$ cat src/rtl/daoa_pkg.sv
// Shared types, register codes and reset constants for the DAC amplitude/offset aligner.
`default_nettype none

package daoa_pkg;

  localparam int DEF_VOLT_BITS      = 14;
  localparam int DEF_GAIN_FRAC_BITS = 16;

  localparam int OMAX_W     = 12;
  localparam int MINVPP_W   = 12;
  localparam int GAIN_W     = 18;
  localparam int FS_W       = 16;
  localparam int CHAN_W     = 3;
  localparam int KIND_W     = 2;
  localparam int CFG_IDX_W  = 3;
  localparam int CFG_DATA_W = 18;
  localparam int DAC_IDX_W  = 4;

  localparam int RESET_VPP = 500;

  localparam logic [OMAX_W-1:0]   RST_OUTPUT_MAX = OMAX_W'(500);
  localparam logic [MINVPP_W-1:0] RST_MIN_VPP    = MINVPP_W'(10);
  localparam logic [GAIN_W-1:0]   RST_VPP_GAIN   = GAIN_W'(67043);
  localparam logic [GAIN_W-1:0]   RST_VO_GAIN    = GAIN_W'(67043);
  localparam logic [FS_W-1:0]     RST_FULL_SCALE = FS_W'(1023);
  localparam logic [CHAN_W-1:0]   RST_CHANNEL    = CHAN_W'(0);

  typedef enum logic [KIND_W-1:0] {
    KIND_VPP    = 2'd0,
    KIND_OFFSET = 2'd1,
    KIND_VMIN   = 2'd2,
    KIND_VMAX   = 2'd3
  } kind_t;

  typedef enum logic [CFG_IDX_W-1:0] {
    REG_OUTPUT_MAX = 3'd0,
    REG_MIN_VPP    = 3'd1,
    REG_VPP_GAIN   = 3'd2,
    REG_VO_GAIN    = 3'd3,
    REG_FULL_SCALE = 3'd4,
    REG_CHANNEL    = 3'd5
  } cfg_reg_t;

  typedef struct packed {
    logic [OMAX_W-1:0]   output_max;
    logic [MINVPP_W-1:0] min_vpp;
    logic [GAIN_W-1:0]   vpp_gain;
    logic [GAIN_W-1:0]   vo_gain;
    logic [FS_W-1:0]     dac_full_scale;
    logic [CHAN_W-1:0]   channel;
  } cfg_t;

endpackage

`default_nettype wire

$ cat src/rtl/daoa_in_if.sv
// Input channel: one write request per item.
`default_nettype none

interface daoa_in_if #(
  parameter int VOLT_BITS = daoa_pkg::DEF_VOLT_BITS
);
  logic                          valid;
  logic                          ready;
  logic [daoa_pkg::KIND_W-1:0]   kind;
  logic signed [VOLT_BITS-1:0]   write_value;
  logic                          force_update;

  modport source (output valid, kind, write_value, force_update, input ready);
  modport sink   (input valid, kind, write_value, force_update, output ready);
endinterface

`default_nettype wire

$ cat src/rtl/daoa_out_if.sv
// Output channel: aligned voltages and DAC words per item.
`default_nettype none

interface daoa_out_if #(
  parameter int VOLT_BITS = daoa_pkg::DEF_VOLT_BITS
);
  logic                             valid;
  logic                             ready;
  logic [VOLT_BITS-2:0]             out_vpp;
  logic signed [VOLT_BITS-2:0]      out_offset;
  logic signed [VOLT_BITS-1:0]      out_vmin;
  logic signed [VOLT_BITS-1:0]      out_vmax;
  logic [daoa_pkg::FS_W-1:0]        amp_word;
  logic [daoa_pkg::FS_W-1:0]        ofs_word;
  logic [daoa_pkg::DAC_IDX_W-1:0]   amp_dac_index;
  logic                             hw_update;

  modport source (output valid, out_vpp, out_offset, out_vmin, out_vmax, amp_word,
                  ofs_word, amp_dac_index, hw_update, input ready);
  modport sink   (input valid, out_vpp, out_offset, out_vmin, out_vmax, amp_word,
                  ofs_word, amp_dac_index, hw_update, output ready);
endinterface

`default_nettype wire

$ cat src/rtl/daoa_cfg_regs.sv
// Configuration register file with write-only access.
`default_nettype none

module daoa_cfg_regs (
  input  wire logic                                clk,
  input  wire logic                                rst,
  input  wire logic                                cfg_write,
  input  wire logic [daoa_pkg::CFG_IDX_W-1:0]      cfg_index,
  input  wire logic [daoa_pkg::CFG_DATA_W-1:0]     cfg_data,
  output daoa_pkg::cfg_t                           cfg
);

  daoa_pkg::cfg_t regs;

  always_ff @(posedge clk) begin
    if (rst) begin
      regs.output_max     <= daoa_pkg::RST_OUTPUT_MAX;
      regs.min_vpp        <= daoa_pkg::RST_MIN_VPP;
      regs.vpp_gain       <= daoa_pkg::RST_VPP_GAIN;
      regs.vo_gain        <= daoa_pkg::RST_VO_GAIN;
      regs.dac_full_scale <= daoa_pkg::RST_FULL_SCALE;
      regs.channel        <= daoa_pkg::RST_CHANNEL;
    end else if (cfg_write) begin
      unique case (daoa_pkg::cfg_reg_t'(cfg_index))
        daoa_pkg::REG_OUTPUT_MAX: regs.output_max <= cfg_data[daoa_pkg::OMAX_W-1:0];
        daoa_pkg::REG_MIN_VPP:    regs.min_vpp    <= cfg_data[daoa_pkg::MINVPP_W-1:0];
        daoa_pkg::REG_VPP_GAIN:   regs.vpp_gain   <= cfg_data[daoa_pkg::GAIN_W-1:0];
        daoa_pkg::REG_VO_GAIN:    regs.vo_gain    <= cfg_data[daoa_pkg::GAIN_W-1:0];
        daoa_pkg::REG_FULL_SCALE: regs.dac_full_scale <= cfg_data[daoa_pkg::FS_W-1:0];
        daoa_pkg::REG_CHANNEL:    regs.channel    <= cfg_data[daoa_pkg::CHAN_W-1:0];
        default: ;  // drop writes to unmapped indexes
      endcase
    end
  end

  assign cfg = regs;

endmodule

`default_nettype wire

$ cat src/rtl/daoa_align.sv
// Realigns vpp, offset, vmin and vmax after one written quantity.
`default_nettype none

module daoa_align #(
  parameter int VOLT_BITS = daoa_pkg::DEF_VOLT_BITS
) (
  input  wire logic [daoa_pkg::KIND_W-1:0]     kind,
  input  wire logic signed [VOLT_BITS-1:0]     write_value,
  input  wire logic                            force_update,
  input  wire logic [VOLT_BITS-2:0]            held_vpp,
  input  wire logic signed [VOLT_BITS-2:0]     held_ofs,
  input  wire logic signed [VOLT_BITS-1:0]     held_vmin,
  input  wire logic signed [VOLT_BITS-1:0]     held_vmax,
  input  wire logic [daoa_pkg::OMAX_W-1:0]     output_max,
  input  wire logic [daoa_pkg::MINVPP_W-1:0]   min_vpp,
  output logic [VOLT_BITS-2:0]                 vpp_next,
  output logic signed [VOLT_BITS-2:0]          ofs_next,
  output logic signed [VOLT_BITS-1:0]          vmin_next,
  output logic signed [VOLT_BITS-1:0]          vmax_next,
  output logic                                 hw_update
);

  localparam int VW = VOLT_BITS;
  localparam int PW = VOLT_BITS - 1;
  localparam int W  = VOLT_BITS + 2;

  localparam logic signed [W-1:0] VPP_HI = {3'b000, {(VW-1){1'b1}}};
  localparam logic signed [W-1:0] OFS_HI = {4'b0000, {(VW-2){1'b1}}};
  localparam logic signed [W-1:0] OFS_LO = {4'b1111, {(VW-2){1'b0}}};

  function automatic logic signed [W-1:0] clip(input logic signed [W-1:0] x,
                                               input logic signed [W-1:0] lo,
                                               input logic signed [W-1:0] hi);
    if (x < lo) return lo;
    if (x > hi) return hi;
    return x;
  endfunction

  logic signed [W-1:0] v, hv, ho, hmin, hmax, omax, half_min;
  logic signed [W-1:0] lim, mag, vc, oc, vpp, ofs, vmin_w, vmax_w, span;
  logic signed [W-1:0] vmin_o, vmax_o;
  logic                chg;

  assign v        = {{2{write_value[VW-1]}}, write_value};
  assign hv       = {3'b000, held_vpp};
  assign ho       = {{3{held_ofs[PW-1]}}, held_ofs};
  assign hmin     = {{2{held_vmin[VW-1]}}, held_vmin};
  assign hmax     = {{2{held_vmax[VW-1]}}, held_vmax};
  assign omax     = {{(W-daoa_pkg::OMAX_W){1'b0}}, output_max};
  assign half_min = {{(W-daoa_pkg::MINVPP_W+1){1'b0}}, min_vpp[daoa_pkg::MINVPP_W-1:1]};

  always_comb begin
    chg    = 1'b0;
    vpp    = hv;
    ofs    = ho;
    lim    = '0;
    mag    = '0;
    vc     = '0;
    oc     = '0;
    vmin_w = hmin;
    vmax_w = hmax;
    span   = '0;
    unique case (daoa_pkg::kind_t'(kind))
      daoa_pkg::KIND_VPP: begin
        vc = clip(v, '0, VPP_HI);
        if (vc != hv) begin
          chg = 1'b1;
          vpp = vc;
          // pull the offset in so the peaks stay inside the output window
          lim = omax - (vc >>> 1);
          if (lim < 0) lim = '0;
          mag = (ho < 0) ? -ho : ho;
          if (mag > lim) ofs = (ho < 0) ? -lim : lim;
        end
      end
      daoa_pkg::KIND_OFFSET: begin
        oc = clip(v, OFS_LO, OFS_HI);
        if (oc != ho) begin
          chg = 1'b1;
          ofs = oc;
          mag = (oc < 0) ? -oc : oc;
          lim = (omax - mag) <<< 1;
          if (lim < 0) lim = '0;
          if (hv > lim) vpp = lim;
        end
      end
      daoa_pkg::KIND_VMIN: begin
        if (v != hmin) begin
          chg    = 1'b1;
          vmin_w = (v > ho - half_min) ? ho - half_min : v;
        end
      end
      daoa_pkg::KIND_VMAX: begin
        if (v != hmax) begin
          chg    = 1'b1;
          vmax_w = (v < ho + half_min) ? ho + half_min : v;
        end
      end
    endcase
    // rebuild span and center from the moved edge
    if (chg && (kind == daoa_pkg::KIND_VMIN || kind == daoa_pkg::KIND_VMAX)) begin
      span = clip(vmax_w - vmin_w, '0, VPP_HI);
      vpp  = span;
      ofs  = clip(vmin_w + (span >>> 1), OFS_LO, OFS_HI);
    end
    vmin_o = ofs - (vpp >>> 1);
    vmax_o = ofs + (vpp >>> 1);
  end

  assign vpp_next  = vpp[PW-1:0];
  assign ofs_next  = ofs[PW-1:0];
  assign vmin_next = vmin_o[VW-1:0];
  assign vmax_next = vmax_o[VW-1:0];
  assign hw_update = chg | force_update;

endmodule

`default_nettype wire

$ cat src/rtl/daoa_dac_word.sv
// Fixed-point gain conversion to a saturated DAC code: base - value*gain.
`default_nettype none

module daoa_dac_word #(
  parameter int VALUE_BITS     = daoa_pkg::DEF_VOLT_BITS,
  parameter int GAIN_FRAC_BITS = daoa_pkg::DEF_GAIN_FRAC_BITS
) (
  input  wire logic signed [VALUE_BITS-1:0]      value,
  input  wire logic [daoa_pkg::GAIN_W-1:0]       gain,
  input  wire logic [daoa_pkg::FS_W-1:0]         base,
  input  wire logic [daoa_pkg::FS_W-1:0]         full_scale,
  output logic [daoa_pkg::FS_W-1:0]              word
);

  localparam int PROD_W = VALUE_BITS + daoa_pkg::GAIN_W + 1;
  localparam int BASE_W = daoa_pkg::FS_W + GAIN_FRAC_BITS + 1;
  localparam int QW     = ((PROD_W > BASE_W) ? PROD_W : BASE_W) + 1;
  localparam int IW     = QW - 1 - GAIN_FRAC_BITS;

  logic signed [PROD_W-1:0] prod;
  logic signed [QW-1:0]     base_q;
  logic signed [QW-1:0]     q;
  logic [IW-1:0]            whole;
  logic [IW-1:0]            full_ext;

  assign prod     = value * $signed({1'b0, gain});
  assign base_q   = {{(QW-daoa_pkg::FS_W-GAIN_FRAC_BITS){1'b0}}, base, {GAIN_FRAC_BITS{1'b0}}};
  assign q        = base_q - QW'(prod);
  assign whole    = q[QW-2:GAIN_FRAC_BITS];
  assign full_ext = {{(IW-daoa_pkg::FS_W){1'b0}}, full_scale};

  always_comb begin
    if (q[QW-1]) begin
      word = '0;
    end else if (whole > full_ext) begin
      word = full_scale;
    end else begin
      word = whole[daoa_pkg::FS_W-1:0];
    end
  end

endmodule

`default_nettype wire

$ cat src/rtl/dac_amplitude_offset_aligner.sv
// An accepted item enters the input register, then the result register once that is free or read.
// Throughput: one item per cycle; a stalled result blocks input once the input register is full.
// Realignment, both gain multiplies and saturation run combinationally between the two registers.
// Reset: vpp 500, offset 0, vmin -250, vmax 250; configuration registers return to defaults.
// Reset empties both pipeline registers; no clearing pass is needed.
`default_nettype none

module dac_amplitude_offset_aligner #(
  parameter int VOLT_BITS      = daoa_pkg::DEF_VOLT_BITS,
  parameter int GAIN_FRAC_BITS = daoa_pkg::DEF_GAIN_FRAC_BITS
) (
  input  wire logic                             clk,
  input  wire logic                             rst,
  daoa_in_if.sink                               din,
  daoa_out_if.source                            dout,
  input  wire logic                             cfg_write,
  input  wire logic [daoa_pkg::CFG_IDX_W-1:0]   cfg_index,
  input  wire logic [daoa_pkg::CFG_DATA_W-1:0]  cfg_data
);

  localparam int VW = VOLT_BITS;
  localparam int PW = VOLT_BITS - 1;

  daoa_pkg::cfg_t cfg;

  // input register
  logic                           in_valid_q;
  logic [daoa_pkg::KIND_W-1:0]    in_kind_q;
  logic signed [VW-1:0]           in_value_q;
  logic                           in_force_q;

  // held state
  logic [PW-1:0]                  held_vpp;
  logic signed [PW-1:0]           held_ofs;
  logic signed [VW-1:0]           held_vmin;
  logic signed [VW-1:0]           held_vmax;

  // result register
  logic                           out_valid;
  logic [PW-1:0]                  vpp_q;
  logic signed [PW-1:0]           ofs_q;
  logic signed [VW-1:0]           vmin_q;
  logic signed [VW-1:0]           vmax_q;
  logic [daoa_pkg::FS_W-1:0]      amp_word_q;
  logic [daoa_pkg::FS_W-1:0]      ofs_word_q;
  logic [daoa_pkg::DAC_IDX_W-1:0] dac_idx_q;
  logic                           hw_q;

  logic [PW-1:0]                  al_vpp;
  logic signed [PW-1:0]           al_ofs;
  logic signed [VW-1:0]           al_vmin;
  logic signed [VW-1:0]           al_vmax;
  logic                           al_hw;
  logic [daoa_pkg::FS_W-1:0]      amp_word;
  logic [daoa_pkg::FS_W-1:0]      ofs_word;
  logic [daoa_pkg::FS_W-1:0]      ofs_base;

  logic adv;
  logic take;

  daoa_cfg_regs u_cfg (
    .clk       (clk),
    .rst       (rst),
    .cfg_write (cfg_write),
    .cfg_index (cfg_index),
    .cfg_data  (cfg_data),
    .cfg       (cfg)
  );

  daoa_align #(
    .VOLT_BITS (VOLT_BITS)
  ) u_align (
    .kind         (in_kind_q),
    .write_value  (in_value_q),
    .force_update (in_force_q),
    .held_vpp     (held_vpp),
    .held_ofs     (held_ofs),
    .held_vmin    (held_vmin),
    .held_vmax    (held_vmax),
    .output_max   (cfg.output_max),
    .min_vpp      (cfg.min_vpp),
    .vpp_next     (al_vpp),
    .ofs_next     (al_ofs),
    .vmin_next    (al_vmin),
    .vmax_next    (al_vmax),
    .hw_update    (al_hw)
  );

  // offset midscale is full - full/2
  assign ofs_base = cfg.dac_full_scale - {1'b0, cfg.dac_full_scale[daoa_pkg::FS_W-1:1]};

  daoa_dac_word #(
    .VALUE_BITS     (VW),
    .GAIN_FRAC_BITS (GAIN_FRAC_BITS)
  ) u_amp_word (
    .value      ($signed({1'b0, al_vpp})),
    .gain       (cfg.vpp_gain),
    .base       (cfg.dac_full_scale),
    .full_scale (cfg.dac_full_scale),
    .word       (amp_word)
  );

  daoa_dac_word #(
    .VALUE_BITS     (VW),
    .GAIN_FRAC_BITS (GAIN_FRAC_BITS)
  ) u_ofs_word (
    .value      ($signed({al_ofs[PW-1], al_ofs})),
    .gain       (cfg.vo_gain),
    .base       (ofs_base),
    .full_scale (cfg.dac_full_scale),
    .word       (ofs_word)
  );

  assign adv       = !out_valid || dout.ready;
  assign din.ready = !in_valid_q || adv;
  assign take      = din.valid && din.ready;

  always_ff @(posedge clk) begin
    if (rst) begin
      in_valid_q <= 1'b0;
      out_valid  <= 1'b0;
      held_vpp   <= PW'(daoa_pkg::RESET_VPP);
      held_ofs   <= '0;
      held_vmin  <= VW'(-(daoa_pkg::RESET_VPP / 2));
      held_vmax  <= VW'(daoa_pkg::RESET_VPP / 2);
    end else begin
      if (din.ready) begin
        in_valid_q <= din.valid;
      end
      if (adv) begin
        out_valid <= in_valid_q;
        if (in_valid_q) begin
          held_vpp  <= al_vpp;
          held_ofs  <= al_ofs;
          held_vmin <= al_vmin;
          held_vmax <= al_vmax;
        end
      end
    end
  end

  always_ff @(posedge clk) begin
    if (take) begin
      in_kind_q  <= din.kind;
      in_value_q <= din.write_value;
      in_force_q <= din.force_update;
    end
    if (adv && in_valid_q) begin
      vpp_q      <= al_vpp;
      ofs_q      <= al_ofs;
      vmin_q     <= al_vmin;
      vmax_q     <= al_vmax;
      amp_word_q <= amp_word;
      ofs_word_q <= ofs_word;
      dac_idx_q  <= {cfg.channel, 1'b0};
      hw_q       <= al_hw;
    end
  end

  assign dout.valid         = out_valid;
  assign dout.out_vpp       = vpp_q;
  assign dout.out_offset    = ofs_q;
  assign dout.out_vmin      = vmin_q;
  assign dout.out_vmax      = vmax_q;
  assign dout.amp_word      = amp_word_q;
  assign dout.ofs_word      = ofs_word_q;
  assign dout.amp_dac_index = dac_idx_q;
  assign dout.hw_update     = hw_q;

`ifndef SYNTHESIS
  a_held_coherent: assert property (@(posedge clk) disable iff (rst)
    held_vmin == ($signed({held_ofs[PW-1], held_ofs}) - $signed({2'b00, held_vpp[PW-1:1]}))
    && held_vmax == ($signed({held_ofs[PW-1], held_ofs}) + $signed({2'b00, held_vpp[PW-1:1]})))
    else $error("held vmin/vmax not centered on offset");

  a_force_raises_update: assert property (@(posedge clk) disable iff (rst)
    (adv && in_valid_q && in_force_q) |=> hw_q)
    else $error("forced item did not raise hw_update");

  a_ready_low_only_full: assert property (@(posedge clk) disable iff (rst)
    !din.ready |-> (in_valid_q && out_valid))
    else $error("input stalled with a free register");

  a_words_saturated: assert property (@(posedge clk) disable iff (rst)
    dout.valid |-> (dout.amp_word <= cfg.dac_full_scale && dout.ofs_word <= cfg.dac_full_scale))
    else $error("DAC word above full scale");
`endif

endmodule

`default_nettype wire

$ cat src/flat_wrapper.sv
// flat-port wrapper written by rule: the top's interface ports become plain ports
module dac_amplitude_offset_aligner_flat 
#(
  parameter int VOLT_BITS      = daoa_pkg::DEF_VOLT_BITS,
  parameter int GAIN_FRAC_BITS = daoa_pkg::DEF_GAIN_FRAC_BITS
)
  (clk, rst, cfg_write, cfg_index, cfg_data, din_valid, din_kind, din_write_value, din_force_update, din_ready, dout_valid, dout_out_vpp, dout_out_offset, dout_out_vmin, dout_out_vmax, dout_amp_word, dout_ofs_word, dout_amp_dac_index, dout_hw_update, dout_ready);
  daoa_in_if #(.VOLT_BITS(VOLT_BITS)) din_i ();
  daoa_out_if #(.VOLT_BITS(VOLT_BITS)) dout_i ();
  input  wire logic clk;
  input  wire logic rst;
  input  wire logic cfg_write;
  input  wire logic [daoa_pkg::CFG_IDX_W-1:0] cfg_index;
  input  wire logic [daoa_pkg::CFG_DATA_W-1:0] cfg_data;
  input wire logic [$bits(din_i.valid)-1:0] din_valid;
  input wire logic [$bits(din_i.kind)-1:0] din_kind;
  input wire logic [$bits(din_i.write_value)-1:0] din_write_value;
  input wire logic [$bits(din_i.force_update)-1:0] din_force_update;
  output wire logic [$bits(din_i.ready)-1:0] din_ready;
  output wire logic [$bits(dout_i.valid)-1:0] dout_valid;
  output wire logic [$bits(dout_i.out_vpp)-1:0] dout_out_vpp;
  output wire logic [$bits(dout_i.out_offset)-1:0] dout_out_offset;
  output wire logic [$bits(dout_i.out_vmin)-1:0] dout_out_vmin;
  output wire logic [$bits(dout_i.out_vmax)-1:0] dout_out_vmax;
  output wire logic [$bits(dout_i.amp_word)-1:0] dout_amp_word;
  output wire logic [$bits(dout_i.ofs_word)-1:0] dout_ofs_word;
  output wire logic [$bits(dout_i.amp_dac_index)-1:0] dout_amp_dac_index;
  output wire logic [$bits(dout_i.hw_update)-1:0] dout_hw_update;
  input wire logic [$bits(dout_i.ready)-1:0] dout_ready;
  assign din_i.valid = din_valid;
  assign din_i.kind = din_kind;
  assign din_i.write_value = din_write_value;
  assign din_i.force_update = din_force_update;
  assign din_ready = din_i.ready;
  assign dout_valid = dout_i.valid;
  assign dout_out_vpp = dout_i.out_vpp;
  assign dout_out_offset = dout_i.out_offset;
  assign dout_out_vmin = dout_i.out_vmin;
  assign dout_out_vmax = dout_i.out_vmax;
  assign dout_amp_word = dout_i.amp_word;
  assign dout_ofs_word = dout_i.ofs_word;
  assign dout_amp_dac_index = dout_i.amp_dac_index;
  assign dout_hw_update = dout_i.hw_update;
  assign dout_i.ready = dout_ready;
  dac_amplitude_offset_aligner #(.VOLT_BITS(VOLT_BITS), .GAIN_FRAC_BITS(GAIN_FRAC_BITS)) u_core (.clk(clk), .rst(rst), .din(din_i), .dout(dout_i), .cfg_write(cfg_write), .cfg_index(cfg_index), .cfg_data(cfg_data));
endmodule
$ cat config.mk
export PLATFORM = sky130hd
export DESIGN_NAME = dac_amplitude_offset_aligner_flat
export DESIGN_NICKNAME = d
export VERILOG_FILES = /design/src/rtl/daoa_pkg.sv /design/src/rtl/daoa_in_if.sv /design/src/rtl/daoa_out_if.sv /design/src/rtl/daoa_cfg_regs.sv /design/src/rtl/daoa_align.sv /design/src/rtl/daoa_dac_word.sv /design/src/rtl/dac_amplitude_offset_aligner.sv /design/src/flat_wrapper.sv
export SDC_FILE = /design/constraint.sdc
export NUM_CORES = 2
export LEC_CHECK = 0
export BUFFER_PORTS_ARGS = -buffer_cell sky130_fd_sc_hd__buf_2
export CAP_MARGIN = 10
export CELL_PAD_IN_SITES_DETAIL_PLACEMENT = 0
export CELL_PAD_IN_SITES_GLOBAL_PLACEMENT = 1
export CORE_ASPECT_RATIO = 1.25
export CORE_MARGIN = 2
export CORE_UTILIZATION = 25
export CTS_BUF_LIST = sky130_fd_sc_hd__clkbuf_16
export CTS_CLUSTER_DIAMETER = 80
export CTS_CLUSTER_SIZE = 24
export DETAILED_ROUTE_END_ITERATION = 16
export GPL_TIMING_DRIVEN = 1
export PLACE_DENSITY_LB_ADDON = 0.25
export RECOVER_POWER = 100
export SYNTH_ARGS = -nofsm -noshare
export SYNTH_HDL_FRONTEND = slang
export SYNTH_SLANG_ARGS = --single-unit
export TNS_END_PERCENT = 20
$ cat constraint.sdc
create_clock -name clk -period 20.1 [get_ports clk]
set_input_delay 1.005 -clock clk [delete_from_list [all_inputs] [get_ports clk]]
set_output_delay 1.005 -clock clk [all_outputs]
set_load 0.02 [all_outputs]
After elaboration in Yosys (flattened, before gate mapping):

Index checks and enable logic that the tools add are counted.

* output and inout port bits: 93
* logic and storage cells: 158
* flip-flop bits (word level): 242

* multipliers: 2
* mux-type cells: 71
* reductions and logical operators: 17
* magnitude comparators: 18
* equality and inequality tests: 12
* add/subtract/negate cells: 14
* bitwise gates (word level): 1

Operator list (count)
* 16-bit two-way mux: 30
* 14-bit two-way mux: 9
* 15-bit two-way mux: 5
* 16-bit by 1-bit less-than comparator with 1-bit output, second input constant: 4
* 17-bit by 16-bit > comparator with 1-bit output: 2
* 33-bit by 32-bit subtractor with 34-bit output: 1
* 33-bit by 33-bit subtractor with 34-bit output: 1
* 13-bit by 19-bit multiplier with 32-bit output: 1
* 13-bit by 18-bit multiplier with 31-bit output: 1
* 15-bit one-hot mux with 2 select lines: 1
* 14-bit != test: 2
* 14-bit one-hot mux with 2 select lines: 1
* 1-bit two-way mux: 24
* 16-bit by 15-bit adder with 16-bit output: 1
* 14-bit by 16-bit > comparator with 1-bit output: 1
* 16-bit by 13-bit > comparator with 1-bit output, second input constant: 1
* 16-bit by 14-bit > comparator with 1-bit output, second input constant: 1
* 16-bit > comparator: 1
* 16-bit by 13-bit less-than comparator with 1-bit output, second input constant: 1
* 16-bit by 13-bit != test with 1-bit output: 1
* 16-bit by 14-bit != test with 1-bit output: 1
* 13-bit negation with 16-bit output: 1
* 13-bit by 15-bit subtractor with 16-bit output: 1
* 16-bit by 15-bit subtractor with 16-bit output: 1
* 28 further kinds: 42

Logic depth before layout (Yosys ltp):

* depth after elaboration: 31
* depth in mapped cells: 93

Hierarchy:

Synthesis repeated with hierarchy kept, for this count alone.

* cell total of the unflattened synthesis: 4511
* area total of the unflattened synthesis: 38216.7 µm²

By module, submodules not included
* daoa_dac_word at u_core.u_amp_word: cells each 1163, area each 9854.5 µm², times used 1
* daoa_dac_word at u_core.u_ofs_word: cells each 1156, area each 9775.6 µm², times used 1
* daoa_align: cells each 1445, area each 9576.7 µm², times used 1
* dac_amplitude_offset_aligner: cells each 450, area each 5883.1 µm², times used 1
* daoa_cfg_regs: cells each 297, area each 3126.7 µm², times used 1

Worst setup path after synthesis:

OpenSTA, ideal clock, no wires.

* path kind: register to register
* start: register u_core.u_cfg.cfg[57] (netlist name)
* end: register u_core.ofs_word_q, in the netlist u_core.dout.ofs_word[10] (data pin)
* setup slack: 2337 ps
* data arrival time: 17497 ps
* stages on the path, launching flop included: 89
* buffers on the path: 5
* period minus slack after synthesis: 17763 ps
* setup time: 266 ps
* path through: dfxtp_1 > inv_1 > ha_1 > nor2b_1 > o21ai_0 > a21boi_0 > o21ai_0 > a21oi_1 > o21ai_0 > a21oi_1 > o21ai_0 > a21oi_1 > o21ai_0 > nor2b_1 > xnor2_1 > ha_1 > a21o_1 > a2111oi_2 > [53 not listed] > a21o_1 > and2_1 > o21ai_0 > nand2_1 > and3_1 > ha_1 > a21o_1 > a21o_1 > a21oi_1 > o21ai_0 > a21o_1 > a21o_1 > a21oi_1 > o21ai_0 > mux2i_2 > buf_2 > mux2i_1 > nor2_1

* longest elaborated chain between the ends: 25
* elaborated cells on any way between the ends: 38

Ends and longest elaborated chain
* 13-bit by 12-bit adder with 14-bit output or 13-bit by 12-bit subtractor with 14-bit output (tied branches): line daoa_align.sv:96, daoa_align.sv:90
* 14-bit less-than comparator or 14-bit > comparator (tied branches): line daoa_align.sv:96, daoa_align.sv:90
* 16-bit two-way mux (on tied branches): line daoa_align.sv:96, daoa_align.sv:90
* 16-bit two-way mux (on tied branches): line daoa_align.sv:94, daoa_align.sv:88
* 16-bit two-way mux: line daoa_align.sv:63 `unique case (daoa_pkg::kind_t'(kind))`
* 16-bit subtractor: line daoa_align.sv:102 `span = clip(vmax_w - vmin_w, '0, VPP_HI);`
* 16-bit by 14-bit > comparator with 1-bit output: line daoa_align.sv:35 `if (x > hi) return hi;`
* 1-bit two-way mux (2 in series): line daoa_align.sv:35
* [9 not listed]
* 14-bit two-way mux: line daoa_align.sv:36 `return x;`
* 14-bit two-way mux *: line daoa_align.sv:35
* 14-bit two-way mux *: line daoa_align.sv:101 `if (chg && (kind == daoa_pkg::KIND_VMIN || kind == daoa_pkg::KIND_VMAX)) begin`
* via u_core.al_ofs[10]: line dac_amplitude_offset_aligner.sv:50 `logic signed [PW-1:0] al_ofs;`
* 13-bit by 19-bit multiplier with 32-bit output *: line daoa_dac_word.sv:26 `assign prod = value * $signed({1'b0, gain});`
* 33-bit by 32-bit subtractor with 34-bit output *: line daoa_dac_word.sv:28 `assign q = base_q - QW'(prod);`
* 17-bit by 16-bit > comparator with 1-bit output: line daoa_dac_word.sv:35 `end else if (whole > full_ext) begin`
* 16-bit two-way mux: line daoa_dac_word.sv:35
* end signal, assigned: line dac_amplitude_offset_aligner.sv:154 `ofs_word_q <= ofs_word;`
* end, declared: line dac_amplitude_offset_aligner.sv:45 `logic [daoa_pkg::FS_W-1:0] ofs_word_q;`

The timed path passes the listed nets; every way through them passes the cells marked *. The select of a mux whose other input is x is not followed.
A chain may end at the register's enable or synchronous reset.

Final worst setup path:

* start: register u_core.in_value_q[13]
* end: register u_core.amp_word_q, in the netlist u_core.dout.amp_word[13] (data pin)

* longest elaborated chain between the ends: 23
* elaborated cells on any way between the ends: 70

Ends and longest elaborated chain
* start, declared: line dac_amplitude_offset_aligner.sv:29 `logic signed [VW-1:0] in_value_q;`
* start signal, assigned: line dac_amplitude_offset_aligner.sv:145 `in_value_q <= din.write_value;`
* 14-bit by 13-bit > comparator with 1-bit output: line daoa_align.sv:35
* 1-bit two-way mux (2 in series): line daoa_align.sv:35
* 1-bit two-way mux: line daoa_align.sv:63
* 16-bit two-way mux: line daoa_align.sv:36
* 16-bit two-way mux: line daoa_align.sv:35
* 16-bit two-way mux: line daoa_align.sv:63
* 15-bit negation or 16-bit by 1-bit less-than comparator with 1-bit output (tied branches): line daoa_align.sv:81 `mag = (oc < 0) ? -oc : oc;`
* 15-bit two-way mux: line daoa_align.sv:81
* [6 not listed]
* 15-bit two-way mux: line daoa_align.sv:84 `if (hv > lim) vpp = lim;`
* 15-bit two-way mux: line daoa_align.sv:78 `if (oc != ho) begin`
* 15-bit one-hot mux with 2 select lines: line daoa_align.sv:63
* 15-bit two-way mux *: line daoa_align.sv:101
* 13-bit by 18-bit multiplier with 31-bit output *: line daoa_dac_word.sv:26
* 33-bit by 33-bit subtractor with 34-bit output *: line daoa_dac_word.sv:28
* 17-bit by 16-bit > comparator with 1-bit output: line daoa_dac_word.sv:35
* 16-bit two-way mux: line daoa_dac_word.sv:35
* end signal, assigned: line dac_amplitude_offset_aligner.sv:153 `amp_word_q <= amp_word;`
* end, declared: line dac_amplitude_offset_aligner.sv:44 `logic [daoa_pkg::FS_W-1:0] amp_word_q;`

Every way passes the cells marked *; elsewhere a longest branch is shown, timed or not. The select of a mux whose other input is x is not followed.

==> impl_metrics.json <==
{
  "finish.instance_area_um2": 39500,
  "postCtsHoldBufs": 0,
  "crit_path_start": "u_core.in_value_q[13]",
  "synthFlopType": "dfxtp_1",
  "clk_latency_ns": 0.64,
  "n_fill_cell": 15400,
  "drtPass1Iterations": 6,
  "io_pins": 136,
  "relSlewSlack": -1.57,
  "hold_class": "flop to flop",
  "yosysSeqAreaShare": 0.166,
  "r2r_slack_ns": 1.29,
  "grt-ovfl-total": 0,
  "postPlaceCellArea_um2": 38400,
  "grt_pass1_vias": 30400,
  "whs_ns": 0.467,
  "max_freq_mhz": 53.2,
  "start_util": 0.252,
  "cts-buffers-inserted": 30,
  "worst-r2r-cell-count": 71,
  "die_w_um": 339,
  "drv_slew": 367,
  "crit_end": "u_core.dout.amp_word[13]",
  "multi_input_area_um2": 26100,
  "worstSetupEndpointType": "flop",
  "core_area_um2": 139000,
  "h-tree-depth": 1,
  "clockBufferDepth": 3,
  "grt_max_degree": 87,
  "synth_area_per_cell_um2": 8.31,
  "vias": 29500,
  "cp_slowest_cell": "clkbuf_1",
  "status": "complete, but fails checks",
  "yosysUniqueCellTypes": 91,
  "rsz0062_at_grt": "no",
  "routed_via_density": 4.73,
  "finalHoldViolations": 0,
  "setup_viol": 0,
  "grt_pass1_wl_um": 200000,
  "detail_route.iter0.violations": 1537,
  "rows": 153,
  "violations": "capacitance limit, slew limit",
  "clkTransAtPathRegs_ns": 0.08,
  "fin_skew_ns": 0.0325,
  "wl_met2_um": 67900,
  "pre_cts_slack_ns": 0.373,
  "diodes": 0,
  "synthToLayoutAreaGrowth_pct": 12.4,
  "routed_wl_um": 135000,
  "drive_gt1_frac": 0.0704,
  "synthCells": 4227,
  "worstHoldStart": "u_core.u_cfg.cfg[67]",
  "fin_tns_setup_ns": 0,
  "place_congestion": 0.905,
  "crit_top_cell": "o21a_1",
  "min_period_over_period": 0.936,
  "port_buffers": 134,
  "cp.required_ns": 20.46,
  "register_area_um2": 5850,
  "min_period_ns": 18.81,
  "wl_met1_um": 56500,
  "tightest_slew_ns": 3.83,
  "cap_violations": 7,
  "crit_path_max_fanout": 33,
  "highest_layer": "met4",
  "ys_ff_latch": 239,
  "synth_area_um2": 35100,
  "cp.arrival_ns": 19.17,
  "fin_ws_ns": 1.29,
  "dieArea_um2": 144000,
  "worstSetupPathType": "flop to flop",
  "yosysWarnings": 0,
  "slowest_delay_ns": 1.40,
  "global_route.usage.total": 0.185,
  "dp_hpwl_um": 109000,
  "nets": 5181,
  "wl_per_cell_um": 21.6,
  "async_flop_share": 0,
  "synth_edf_count": 106,
  "cts.sinks": 239,
  "r2r_end": "u_core.dout.amp_word[13]",
  "drc_errors": 0,
  "wl_met3_um": 4000,
  "start_kind": "flop",
  "die_y_um": 423,
  "r2r-start": "u_core.in_value_q[13]",
  "postRouteAntennaNets": 0,
  "grt_antenna_before_repair": 1,
  "tritoncts": "yes",
  "root_buffer": "clkbuf_16"
}
cells in the final DEF (no fill, tap or decap), types with 41 or more instances in the layout:
master,Yosys,final
inv_1,649,647
nand2_1,641,641
ha_1,413,413
fa_1,375,375
nor2_1,242,238
a21oi_1,227,225
and2_1,188,187
o21ai_0,146,140
dfxtp_1,133,131
buf_4,4,127
xnor2_1,126,126
clkbuf_1,157,108
edfxtp_1,106,106
xor2_1,67,67
nand3b_1,58,58
a21o_1,52,51
o21a_1,44,44
nand2b_1,44,43
o21bai_1,41,41
cell usage after synthesis, types with 58 or more instances:
cell | number | area share
dfxtp_1 | 133 | 0.076
clkbuf_1 | 157 | 0.017
and2_1 | 188 | 0.033
inv_1 | 649 | 0.069
a21oi_1 | 227 | 0.032
o21ai_0 | 146 | 0.021
xnor2_1 | 126 | 0.031
ha_1 | 413 | 0.15
edfxtp_1 | 106 | 0.091
xor2_1 | 67 | 0.017
nor2_1 | 242 | 0.026
fa_1 | 375 | 0.21
nand3b_1 | 58 | 0.012
nand2_1 | 641 | 0.068
worst max-delay path, delay by kind of cell (launching register included):
kind / cells / cell delay, ns
compound gates: 33 / 6.82
xor+xnor: 1 / 0.26
fa+ha+maj: 9 / 3.73
buf+inv: 10 / 3.37
flops: 1 / 0.54
mux: 1 / 0.81
simple gates: 17 / 2.92
layout make-up:
cell class              instances  area share
inverters                     651      0.0620
flip-flops and latches        239       0.148
clock inverters                25     0.00811
well taps                    1860      0.0589
multi-input cells            3147       0.662
repair buffers                281      0.0410
clock buffers                  31      0.0196
timing repair:
item | CTS | global route
buffers inserted | 0 | 4
endpoints found under the hold margin | 0 | 0
endpoints found under the setup margin | 0 | 16
resized for setup | 0 | 29
worst min-delay path by stage:
stage / end / slack (ns) / depth (start not counted)
floorplan: u_core.dout.amp_dac_index[1] / 0.41 / 0
global placement: u_core.u_cfg.cfg[67] / 0.45 / 2
detailed placement: u_core.u_cfg.cfg[67] / 0.46 / 2
CTS: u_core.u_cfg.cfg[67] / 0.47 / 2
global route: u_core.u_cfg.cfg[67] / 0.50 / 2
finish: u_core.u_cfg.cfg[67] / 0.47 / 2
per-stage QoR:
step	utilization	cells
after floorplan	-	4234
after global placement	0.276	6172
after detailed placement	0.276	6172
after CTS	0.284	6228
after global routing	0.283	6234
final	0.283	6234
cells by family (layout without fill, tap and decap cells):
kind of cell,Yosys count,after routing,share of synthesized area
xor+xnor,193,193,0.0481
simple gates,1384,1384,0.184
fa+ha+maj,790,790,0.361
mux,40,40,0.0119
buf+inv,850,988,0.0937
compound gates,729,731,0.134
flops,239,239,0.166
other cells,2,9,0.000214
state kept, by name (all words and copies together), names as in the netlist, 2 cells and up:
signal                     flops
u_core.dout.out_vpp           13
u_core.held_vmax              14
u_core.in_kind_q               2
u_core.dout.ofs_word          16
u_core.u_cfg.cfg              78
u_core.dout.amp_word          16
u_core.in_value_q             14
u_core.held_ofs               13
u_core.dout.amp_dac_index      3
u_core.held_vpp               13
u_core.dout.out_vmax          14
u_core.held_vmin              13
u_core.dout.out_vmin          13
u_core.dout.out_offset        13
routing by layer:
layer,vias up,global-route usage
li1,14000,-
met1,14800,0.225
met2,558,0.338
met3,209,0.0140
met4,0,0.0718
met5,-,0
Power is left out: the tool's default activity adds up to more than one toggle a clock period on the data nets, which glitch-free logic cannot reach.
